==> config.mk <==
export PLATFORM = sky130hd
export DESIGN_NAME = rtt_window_statistics_top
export DESIGN_NICKNAME = d
export VERILOG_FILES = /design/src/rtl/core/rws_pkg.sv /design/src/rtl/core/rtt_window_statistics_top.sv /design/src/rtl/core/rws_ctrl.sv /design/src/rtl/core/rws_datapath.sv
export SDC_FILE = /design/constraint.sdc
export NUM_CORES = 1
export LEC_CHECK = 0
export ABC_CLOCK_PERIOD_IN_PS = 9400
export BUFFER_PORTS_ARGS = -buffer_cell sky130_fd_sc_hd__clkbuf_2
export CAP_MARGIN = 20
export CELL_PAD_IN_SITES_DETAIL_PLACEMENT = 1
export CELL_PAD_IN_SITES_GLOBAL_PLACEMENT = 2
export CORE_MARGIN = 5
export CORE_UTILIZATION = 30
export CTS_CLUSTER_SIZE = 24
export DETAILED_ROUTE_END_ITERATION = 8
export PLACE_DENSITY = 0.61
export SLEW_MARGIN = 20
export SYNTH_ARGS = -nofsm -noshare
export SYNTH_HDL_FRONTEND = slang
export SYNTH_SLANG_ARGS = --single-unit
==> constraint.sdc <==
create_clock -name clk -period 9.4 [get_ports clk]
set_input_delay 2.82 -clock clk [delete_from_list [all_inputs] [get_ports clk]]
set_output_delay 2.82 -clock clk [all_outputs]
set_load 0.01 [all_outputs]
==> src/rtl/core/rws_pkg.sv <==
// rws_pkg: shared constants and types for the round-trip-time window statistics block
// no dependencies; used by rws_ctrl, rws_datapath and rtt_window_statistics_top
package rws_pkg;

  // number of samples held in the ring
  localparam int unsigned WINDOW    = 8;
  localparam int unsigned RTT_W     = 32;
  localparam int unsigned SLOT_W    = (WINDOW > 1) ? $clog2(WINDOW) : 1;
  localparam int unsigned CNT_W     = $clog2(WINDOW + 1);
  localparam int unsigned SUM_W     = RTT_W + $clog2(WINDOW);
  localparam int unsigned DIV_CNT_W = $clog2(SUM_W);

  // commands from the controller to the datapath
  typedef struct packed {
    logic capture;   // latch the sample and read the oldest ring entry
    logic update;    // retire the oldest entry, store the sample, seed the divider
    logic div_step;  // one restoring division step
    logic load_out;  // copy the results into the output registers
  } rws_cmd_t;

  // status from the datapath to the controller
  typedef struct packed {
    logic in_nonzero;  // the offered sample is a real measurement
    logic div_last;    // the current division step is the final one
  } rws_status_t;

endpackage

==> src/rtl/core/rtt_window_statistics_top.sv <==
// a result follows its sample through the window update, the division steps and the hand-off
// the bit-serial divider holds off a new sample until the last result has been handed off
// zero samples are taken while idle and give no result
// reset: synchronous active-low; clears ring valid bits, sum, count, slot, min (all ones), max
// the output register lets a new sample be taken while a result still waits
// depends on rws_pkg, rws_ctrl and rws_datapath
module rtt_window_statistics_top (
  input  logic                      clk,
  input  logic                      rst_n,
  // input channel
  input  logic                      in_valid,
  output logic                      in_stall,
  input  logic [rws_pkg::RTT_W-1:0] in_rtt_sample,
  // result channel
  output logic                      out_valid,
  input  logic                      out_stall,
  output logic [rws_pkg::RTT_W-1:0] out_average_rtt,
  output logic [rws_pkg::RTT_W-1:0] out_minimum_rtt,
  output logic [rws_pkg::RTT_W-1:0] out_maximum_rtt
);

  rws_pkg::rws_cmd_t    cmd;
  rws_pkg::rws_status_t status;

  // sequencing: idle, window update, division steps, result hand-off
  rws_ctrl u_ctrl (
    .clk       (clk),
    .rst_n     (rst_n),
    .in_valid  (in_valid),
    .in_stall  (in_stall),
    .out_valid (out_valid),
    .out_stall (out_stall),
    .status    (status),
    .cmd       (cmd)
  );

  // ring, incremental sum and count, min/max tracking and the divider
  rws_datapath u_datapath (
    .clk             (clk),
    .rst_n           (rst_n),
    .cmd             (cmd),
    .status          (status),
    .in_rtt_sample   (in_rtt_sample),
    .out_average_rtt (out_average_rtt),
    .out_minimum_rtt (out_minimum_rtt),
    .out_maximum_rtt (out_maximum_rtt)
  );

endmodule

==> src/rtl/core/rws_ctrl.sv <==
// rws_ctrl: sequencing state machine and output handshake for the rtt window statistics
// depends on rws_pkg
module rws_ctrl (
  input  logic                 clk,
  input  logic                 rst_n,
  input  logic                 in_valid,
  output logic                 in_stall,
  output logic                 out_valid,
  input  logic                 out_stall,
  input  rws_pkg::rws_status_t status,
  output rws_pkg::rws_cmd_t    cmd
);

  localparam logic [1:0] S_IDLE   = 2'd0;
  localparam logic [1:0] S_UPDATE = 2'd1;
  localparam logic [1:0] S_DIV    = 2'd2;
  localparam logic [1:0] S_DONE   = 2'd3;

  logic [1:0] state_r;
  logic [1:0] state_nxt;
  logic       out_valid_r;
  logic       out_valid_nxt;

  assign in_stall  = (state_r != S_IDLE);
  assign out_valid = out_valid_r;

  always_comb begin
    cmd          = '0;
    state_nxt    = state_r;
    unique case (state_r)
      S_IDLE: begin
        // a zero sample is taken and dropped
        if (in_valid && status.in_nonzero) begin
          cmd.capture = 1'b1;
          state_nxt   = S_UPDATE;
        end
      end
      S_UPDATE: begin
        cmd.update = 1'b1;
        state_nxt  = S_DIV;
      end
      S_DIV: begin
        cmd.div_step = 1'b1;
        if (status.div_last) begin
          state_nxt = S_DONE;
        end
      end
      S_DONE: begin
        // wait for the output register to free up
        if (!out_valid_r || !out_stall) begin
          cmd.load_out = 1'b1;
          state_nxt    = S_IDLE;
        end
      end
      default: begin
        state_nxt = S_IDLE;
      end
    endcase
  end

  always_comb begin
    priority if (cmd.load_out) begin
      out_valid_nxt = 1'b1;
    end else if (!out_stall) begin
      out_valid_nxt = 1'b0;
    end else begin
      out_valid_nxt = out_valid_r;
    end
  end

  always_ff @(posedge clk) begin
    if (!rst_n) begin
      state_r     <= S_IDLE;
      out_valid_r <= 1'b0;
    end else begin
      state_r     <= state_nxt;
      out_valid_r <= out_valid_nxt;
    end
  end

endmodule

==> src/rtl/core/rws_datapath.sv <==
// rws_datapath: sample ring, running sum and count, min/max and bit-serial divider
// depends on rws_pkg; driven by rws_ctrl commands
module rws_datapath (
  input  logic                        clk,
  input  logic                        rst_n,
  input  rws_pkg::rws_cmd_t           cmd,
  output rws_pkg::rws_status_t        status,
  input  logic [rws_pkg::RTT_W-1:0]   in_rtt_sample,
  output logic [rws_pkg::RTT_W-1:0]   out_average_rtt,
  output logic [rws_pkg::RTT_W-1:0]   out_minimum_rtt,
  output logic [rws_pkg::RTT_W-1:0]   out_maximum_rtt
);

  localparam int unsigned RTT_W     = rws_pkg::RTT_W;
  localparam int unsigned SLOT_W    = rws_pkg::SLOT_W;
  localparam int unsigned CNT_W     = rws_pkg::CNT_W;
  localparam int unsigned SUM_W     = rws_pkg::SUM_W;
  localparam int unsigned DIV_CNT_W = rws_pkg::DIV_CNT_W;
  localparam int unsigned WINDOW    = rws_pkg::WINDOW;

  // ring storage and per-entry valid bits
  logic [RTT_W-1:0]     ring_mem [WINDOW];
  logic [WINDOW-1:0]    ring_vld_r;
  logic [WINDOW-1:0]    ring_vld_nxt;

  logic [RTT_W-1:0]     sample_r;
  logic [RTT_W-1:0]     rd_data_r;
  logic                 rd_vld_r;
  logic [SLOT_W-1:0]    slot_r;
  logic [SLOT_W-1:0]    slot_nxt;
  logic [SUM_W-1:0]     sum_r;
  logic [SUM_W-1:0]     sum_nxt;
  logic [CNT_W-1:0]     count_r;
  logic [CNT_W-1:0]     count_nxt;
  logic [RTT_W-1:0]     lowest_r;
  logic [RTT_W-1:0]     lowest_nxt;
  logic [RTT_W-1:0]     highest_r;
  logic [RTT_W-1:0]     highest_nxt;
  logic [RTT_W-1:0]     evicted;

  // divider
  logic [SUM_W-1:0]     quo_r;
  logic [SUM_W-1:0]     quo_nxt;
  logic [CNT_W-1:0]     rem_r;
  logic [CNT_W-1:0]     rem_nxt;
  logic [DIV_CNT_W-1:0] div_cnt_r;
  logic [DIV_CNT_W-1:0] div_cnt_nxt;
  logic [CNT_W:0]       rem_shift;
  logic [CNT_W:0]       rem_diff;
  logic                 rem_ge;

  logic [RTT_W-1:0]     out_average_r;
  logic [RTT_W-1:0]     out_minimum_r;
  logic [RTT_W-1:0]     out_maximum_r;

  assign status.in_nonzero = (in_rtt_sample != '0);
  assign status.div_last   = (div_cnt_r == '0);

  assign out_average_rtt = out_average_r;
  assign out_minimum_rtt = out_minimum_r;
  assign out_maximum_rtt = out_maximum_r;

  // window update arithmetic
  always_comb begin
    evicted   = rd_vld_r ? rd_data_r : '0;
    count_nxt = rd_vld_r ? count_r : count_r + CNT_W'(1);
    sum_nxt   = sum_r - SUM_W'(evicted) + SUM_W'(sample_r);
    slot_nxt  = (slot_r == SLOT_W'(WINDOW - 1)) ? '0 : slot_r + SLOT_W'(1);
    lowest_nxt  = (sample_r < lowest_r) ? sample_r : lowest_r;
    highest_nxt = (sample_r > highest_r) ? sample_r : highest_r;
    ring_vld_nxt         = ring_vld_r;
    ring_vld_nxt[slot_r] = 1'b1;
  end

  // restoring division, one quotient bit a step
  always_comb begin
    rem_shift   = {rem_r, quo_r[SUM_W-1]};
    rem_ge      = (rem_shift >= {1'b0, count_r});
    rem_diff    = rem_shift - {1'b0, count_r};
    rem_nxt     = rem_ge ? rem_diff[CNT_W-1:0] : rem_shift[CNT_W-1:0];
    quo_nxt     = {quo_r[SUM_W-2:0], rem_ge};
    div_cnt_nxt = div_cnt_r - DIV_CNT_W'(1);
  end

  // ring memory: one write, one registered read
  always_ff @(posedge clk) begin
    if (cmd.update) begin
      ring_mem[slot_r] <= sample_r;
    end
    if (cmd.capture) begin
      rd_data_r <= ring_mem[slot_r];
    end
  end

  always_ff @(posedge clk) begin
    if (!rst_n) begin
      ring_vld_r <= '0;
      slot_r     <= '0;
      sum_r      <= '0;
      count_r    <= '0;
      lowest_r   <= '1;
      highest_r  <= '0;
    end else if (cmd.update) begin
      ring_vld_r <= ring_vld_nxt;
      slot_r     <= slot_nxt;
      sum_r      <= sum_nxt;
      count_r    <= count_nxt;
      lowest_r   <= lowest_nxt;
      highest_r  <= highest_nxt;
    end
  end

  always_ff @(posedge clk) begin
    if (cmd.capture) begin
      sample_r <= in_rtt_sample;
      rd_vld_r <= ring_vld_r[slot_r];
    end
    if (cmd.update) begin
      quo_r     <= sum_nxt;
      rem_r     <= '0;
      div_cnt_r <= DIV_CNT_W'(SUM_W - 1);
    end else if (cmd.div_step) begin
      quo_r     <= quo_nxt;
      rem_r     <= rem_nxt;
      div_cnt_r <= div_cnt_nxt;
    end
    if (cmd.load_out) begin
      // the mean never exceeds the largest sample, so the low bits hold it
      out_average_r <= quo_r[RTT_W-1:0];
      out_minimum_r <= lowest_r;
      out_maximum_r <= highest_r;
    end
  end

endmodule

# After elaboration in Yosys (flattened, before gate mapping)
# Memories as Yosys holds them, arrays and structs flattened. A register that Yosys moved wholly into a read port is not among the register bits.
# Index checks and enable logic that the tools add are counted.
[word_totals] register_bits=291 ram_bits=256 inputBits=36 output_inout_bits=98 word_cells=75 mem_count=1
[mem_list] memory="u_datapath.ring_mem" depth=8 word_bits=32 rd=1 rd_ports_with_merged_regs=1 wr=1 line_no="rws_datapath.sv:22" rtl="logic [RTT_W-1:0] ring_mem [WINDOW];"
[classes] addsub=6 magnitude_cmp=5 n_eq_ne=8 muxes=23 n_bitwise=2 n_reduce_logical=14
[op_table] cell="35-bit 2-to-1 mux" n=2
[op_table] cell="35-bit by 32-bit adder with 35-bit output" n=1
[op_table] cell="35-bit by 32-bit subtractor with 35-bit output" n=1
[op_table] cell="32-bit > comparator" n=1
[op_table] cell="32-bit less-than comparator" n=1
[op_table] cell="32-bit 2-to-1 mux" n=1
[op_table] cell="32-bit nonzero test" n=1
[op_table] cell="1-bit 2-to-1 mux" n=12
[op_table] cell="8-bit OR" n=1
[op_table] cell="2-bit one-hot mux with 4 select lines" n=1
[op_table] cell="6-bit logical NOT" n=1
[op_table] cell="2-bit 2-to-1 mux" n=3
[op_table] cell="2-bit by 1-bit != test with 1-bit output (second input constant)" n=3
[op_table] cell="2-bit AND reduction" n=3
[op_table] cell="6-bit by 1-bit subtractor with 6-bit output (second input constant)" n=1
[op_table] cell="5-bit by 4-bit greater-or-equal comparator with 1-bit output" n=1
[op_table] cell="4-bit by 1-bit adder with 4-bit output (second input constant)" n=1
[op_table] cell="2-bit equality test (second input constant)" n=2
[op_table] cell="3-bit by 4-bit less-than comparator with 1-bit output (second input constant)" n=1
[op_table] cell="4-bit 2-to-1 mux" n=1
[op_table] cell="2-bit nonzero test" n=2
[op_table] cell="4-bit subtractor" n=1
[op_table] cell="3-bit by 1-bit adder with 3-bit output (second input constant)" n=1
[op_table] cell="1-bit binary-select mux with 3-bit select" n=1
[op_table] cell="12 further kinds" n=14

# Longest topological paths before layout
[logic_depth] ltp_word=5 mapped_depth=15 depth_no_buf=14

# Hierarchy
# Synthesis repeated with hierarchy kept, for this count alone.
[hier_totals] cells_unflattened=2007 area_unflattened_um2=25943.6
[modules_own_cells] module="rws_datapath" instances=1 cells_each=1982 area_each_um2=25710.9 seq_area_each_um2=16055.4
[modules_own_cells] module="rws_ctrl" instances=1 cells_each=25 area_each_um2=232.7 seq_area_each_um2=60.1

# Worst setup path before layout
# No wires, ideal clock.
[synth_timing] path_type="input -> register" start="input port out_stall" end="register u_datapath.out_average_r[0], in the netlist u_datapath.out_average_rtt[0], enable pin" setup_time_ns=0.563 arrival_ns=7.261 required_time_ns=8.837 setup_slack_ns=1.576 path_stages=2 n_path_buf=0 path_cell_list="and2_1 > nor2b_1"
[synth_rtl] item="from (decl)" line_no="rtt_window_statistics_top.sv:16" rtl="input logic out_stall,"
[synth_rtl] item="to (signal assigned)" line_no="rws_datapath.sv:129" rtl="out_average_r <= quo_r[RTT_W-1:0];"
[synth_rtl] item="to (decl)" line_no="rws_datapath.sv:52" rtl="logic [RTT_W-1:0] out_average_r;"

==> reports/metrics.csv <==
stage,metric,value,unit
setup_path,startpoint class of the critical path,primary input,
cells_and_area,layout cells sized above 1,16.6,%
setup_path,Worst Setup SP,in_rtt_sample[17],
sta,final hold slack,0.435,ns
setup_path,highest cell delay on the worst timing path,0.79,ns
setup_path,FF-to-FF Start,u_datapath.sample_r[0],
sta,Least-Margin Pin Slew,1.04,ns
power,power per cell area,366,nW/µm²
clock_tree,H-tree levels,3,
synth,Cells after Synth,1996,
setup_path,crit path DAT,4.98,ns
cells_and_area,n_diodes,0,
clock_tree,# hold bufs at CTS,0,
global_routing,largest net degree at the start of global routing,88,
clock_tree,clock buffer count from CTS,68,
clock_tree,"CTS clk-pin slew, worst paths",0.06,ns
clock_tree,post-CTS sizing,0,
clock_tree,CTS sink cnt,579,
global_routing,vias in the first global route,17000,
routing,DR WL/cell,20.9,µm
setup_path,CP Capture Type,flop,
synth,Synth top area share,52.9,%
global_routing,gr usage total,15.3,%
sta,RSZ-0062 raised after global routing,no,
synth,Ys Warns,0,
synth,Synth async-reset ratio,0,%
routing,via count,15800,
clock_tree,root buffer cell,clkbuf_16,
global_routing,grt total ovfl,0,
sta,Final Skew,0.0283,ns
power,Leak Pwr,0.0115,µW
sta,Final min period,4.76,ns
cells_and_area,Final nets,2343,
synth,Synth area leader,edfxtp_1,
sta,Slew headroom,30.5,%
clock_tree,CTS max path bufs,3,
setup_path,WP buf/inv,2,
setup_path,critical path class,primary input to flop,
sta,Hold Fails Final Rpt,0,
routing,ANT nets after route,0,
synth,post-synthesis sequential area ratio,62.8,%
synth,Mean Syn Cell Area,12.8,µm²
clock_tree,CTS tree,yes,
routing,# DRC,0,
synth,Netlist cell types,67,
placed_design,PortBufs,133,
routing,DR iter-0 viols,795,
sta,period utilization,50.6,%
global_routing,first-pass GRT wire length,107000,µm
setup_path,WP data required,9.63,ns
synth,Post-synth EDFFs,452,
synth,Main synth FF type,edfxtp_1,
power,peak supply drop,0.000133,V
worst_hold_path,worst hold-check path type,flop to flop,
synth,"FF+latch count, synth",579,
flow_run,max_cap viols,0,
placed_design,GPL Wtd Cong,0.748,
clock_tree,"Setup Fix Bufs, Post-CTS",0,
floorplanning,num ports,134,
floorplanning,row count,107,
sta,endpoints failing setup,0,
floorplanning,core box area,85000,µm²
setup_path,Crit path max-delay family,compound AO/OA/AOI/OAI gates,
floorplanning,die height,302,µm
synth,synthesized net count,2176,
global_routing,initial antenna violation count,3,
synth,Mapped Area,25600,µm²
setup_path,crit-path max FO,65,
floorplanning,die width,302,µm
clock_tree,"Clk Latency, worst-skew pair",0.62,ns
cells_and_area,layout overhead on the synthesized area,17.7,%
routing,Post-Route WL,70200,µm
routing,DRT Pass-1 Iters,4,
sta,setup TNS,0,ns
placed_design,hpwl dp,46600,µm
sta,final number of max-transition violations,0,
routing,drt via density,4.70,
sta,Max Fclk,0.210,GHz
worst_hold_path,worst hold start,u_datapath.lowest_r[14],
status,outcome,completed,
floorplanning,die footprint,91400,µm²
floorplanning,Initial Utilization,30.2,%
synth,Synth area leaders,"edfxtp_1 53%, dfxtp_1 9.9%, ha_1 5.4%, mux2i_1 3.6%, inv_1 3.5%",
setup_path,critical-path cell list,clkbuf_2 > nor4_1 > nand4_1 > o21ai_1 > nor2_4 > buf_4,
setup_path,Critical-path top delay cell,o21ai_1,
[cell usage after synthesis (all sizes together), types with 3 or more instances]
master,instances
a211o,4
a211oi,3
a21o,37
a21oi,101
a22oi,42
a31oi,9
and2,35
and3,7
buf,18
clkbuf,64
dfxtp,127
edfxtp,452
fa,33
ha,111
inv,242
mux2,48
mux2i,92
mux4,4
nand2,96
nand2b,37
nand3,8
nand3b,3
nand4,24
nand4b,3
nor2,118
nor2b,15
nor3,8
nor3b,4
nor4,10
o211ai,37
o21a,3
o21ai,98
o21bai,5
o22a,30
o31a,3
o31ai,3
xnor2,28
xor2,10
[area by class of cell]
class	count	area (µm²)
timing repair buffer	179	1020
multi-input combinational	1093	8390
clock inverter	31	389
fill	9125	54800
tap	1144	1430
inverter	242	908
clock buffer	92	1920
sequential	579	16100
[logic make-up (layout without fill, tap and decap cells)]
logic type      Yosys count  count (layout)  synth area share [%]
compound gates          391             391                  9.91
flops                   579             579                  62.8
buf+inv                 324             544                  4.77
simple gates            376             376                  7.13
xor+xnor                 38              38                  1.30
fa+ha+maj               144             144                  7.99
mux                     144             144                  6.05
[layout by cell type (no fill, tap or decap), types with 5 or more instances in the layout]
cell type	instances
xnor2_1	28
nand4_1	24
a21oi_1	99
inv_1	240
bufinv_16	6
and3_1	7
a31oi_1	8
a22oi_1	42
buf_4	45
dfxtp_1	124
o21ai_1	15
o211ai_1	37
mux2_2	47
nor2b_1	12
and2_1	35
fa_1	33
clkbuf_1	16
o22a_1	30
nor3_1	6
clkinv_2	16
o21ai_0	81
nand2b_1	37
nor2_1	114
a21o_1	37
edfxtp_1	452
nand2_1	95
clkbuf_16	72
nand3_1	7
xor2_1	10
mux2i_1	92
nor4_1	10
o21bai_1	5
clkbuf_2	133
ha_1	110
[worst paths after layout]
check | to | slack, ns | cells after the start
setup reg to reg | u_datapath.quo_r[28] | 5.04 | 14
hold / removal | u_datapath.out_minimum_rtt[14] | 0.43 | 0
hold reg to reg | u_datapath.out_minimum_rtt[14] | 0.43 | 0
setup / recovery | u_datapath.sample_r[19] | 4.64 | 6
[worst register-to-register path, cell delays in order, from the launching register on]
cell	delay [ns]
edfxtp_1	0.61
inv_1	0.26
ha_1	0.34
inv_1	0.04
ha_1	0.21
fa_1	0.41
a211oi_1	0.22
nor2_1	0.13
a41oi_1	0.74
o31a_1	0.36
o21ai_1	0.16
a21oi_1	0.27
xnor2_1	0.10
nand2_1	0.12
o21ai_0	0.10
[layer usage]
layer	share of wire, %	vias up	track usage (%)
li1	-	7484	-
met1	47	7965	20.9
met2	47	242	25.2
met3	3.6	84	2.50
met4	2.2	2	4.34
met5	0.019	-	0
[metrics by stage]
stage	total power (µW)	utilization, %	setup slack, ns	area [µm²]	instances
2_1_floorplan	7030	-	1.58	25600	1996
3_3_place_gp	8380	32.8	3.94	27900	3237
3_5_place_dp	8460	32.8	3.90	27900	3237
4_1_cts	11200	35.5	4.53	30200	3360
5_1_grt	11900	35.5	4.52	30200	3360
6_report	11000	35.5	4.64	30200	3360
[flip-flops by register name, summed over array words and instances (netlist names), 4 cells and up]
| register | cells |
|---|---|
| u_datapath.rem_r | 4 |
| u_datapath.count_r | 4 |
| u_datapath.highest_r | 32 |
| u_datapath.lowest_r | 32 |
| u_datapath.sum_r | 35 |
| u_datapath.rd_data_r | 32 |
| u_datapath.ring_mem | 256 |
| u_datapath.out_average_rtt | 32 |
| u_datapath.out_minimum_rtt | 32 |
| u_datapath.out_maximum_rtt | 32 |
| u_datapath.ring_vld_r | 8 |
| u_datapath.sample_r | 32 |
| u_datapath.div_cnt_r | 6 |
| u_datapath.quo_r | 35 |
[power by group]
group	total (µW)	switching [µW]	internal, µW
clock network	2700	1090	1610
registers	3920	363	3550
logic	4420	2710	1710
Note: power is estimated with default switching activity, not from simulation.
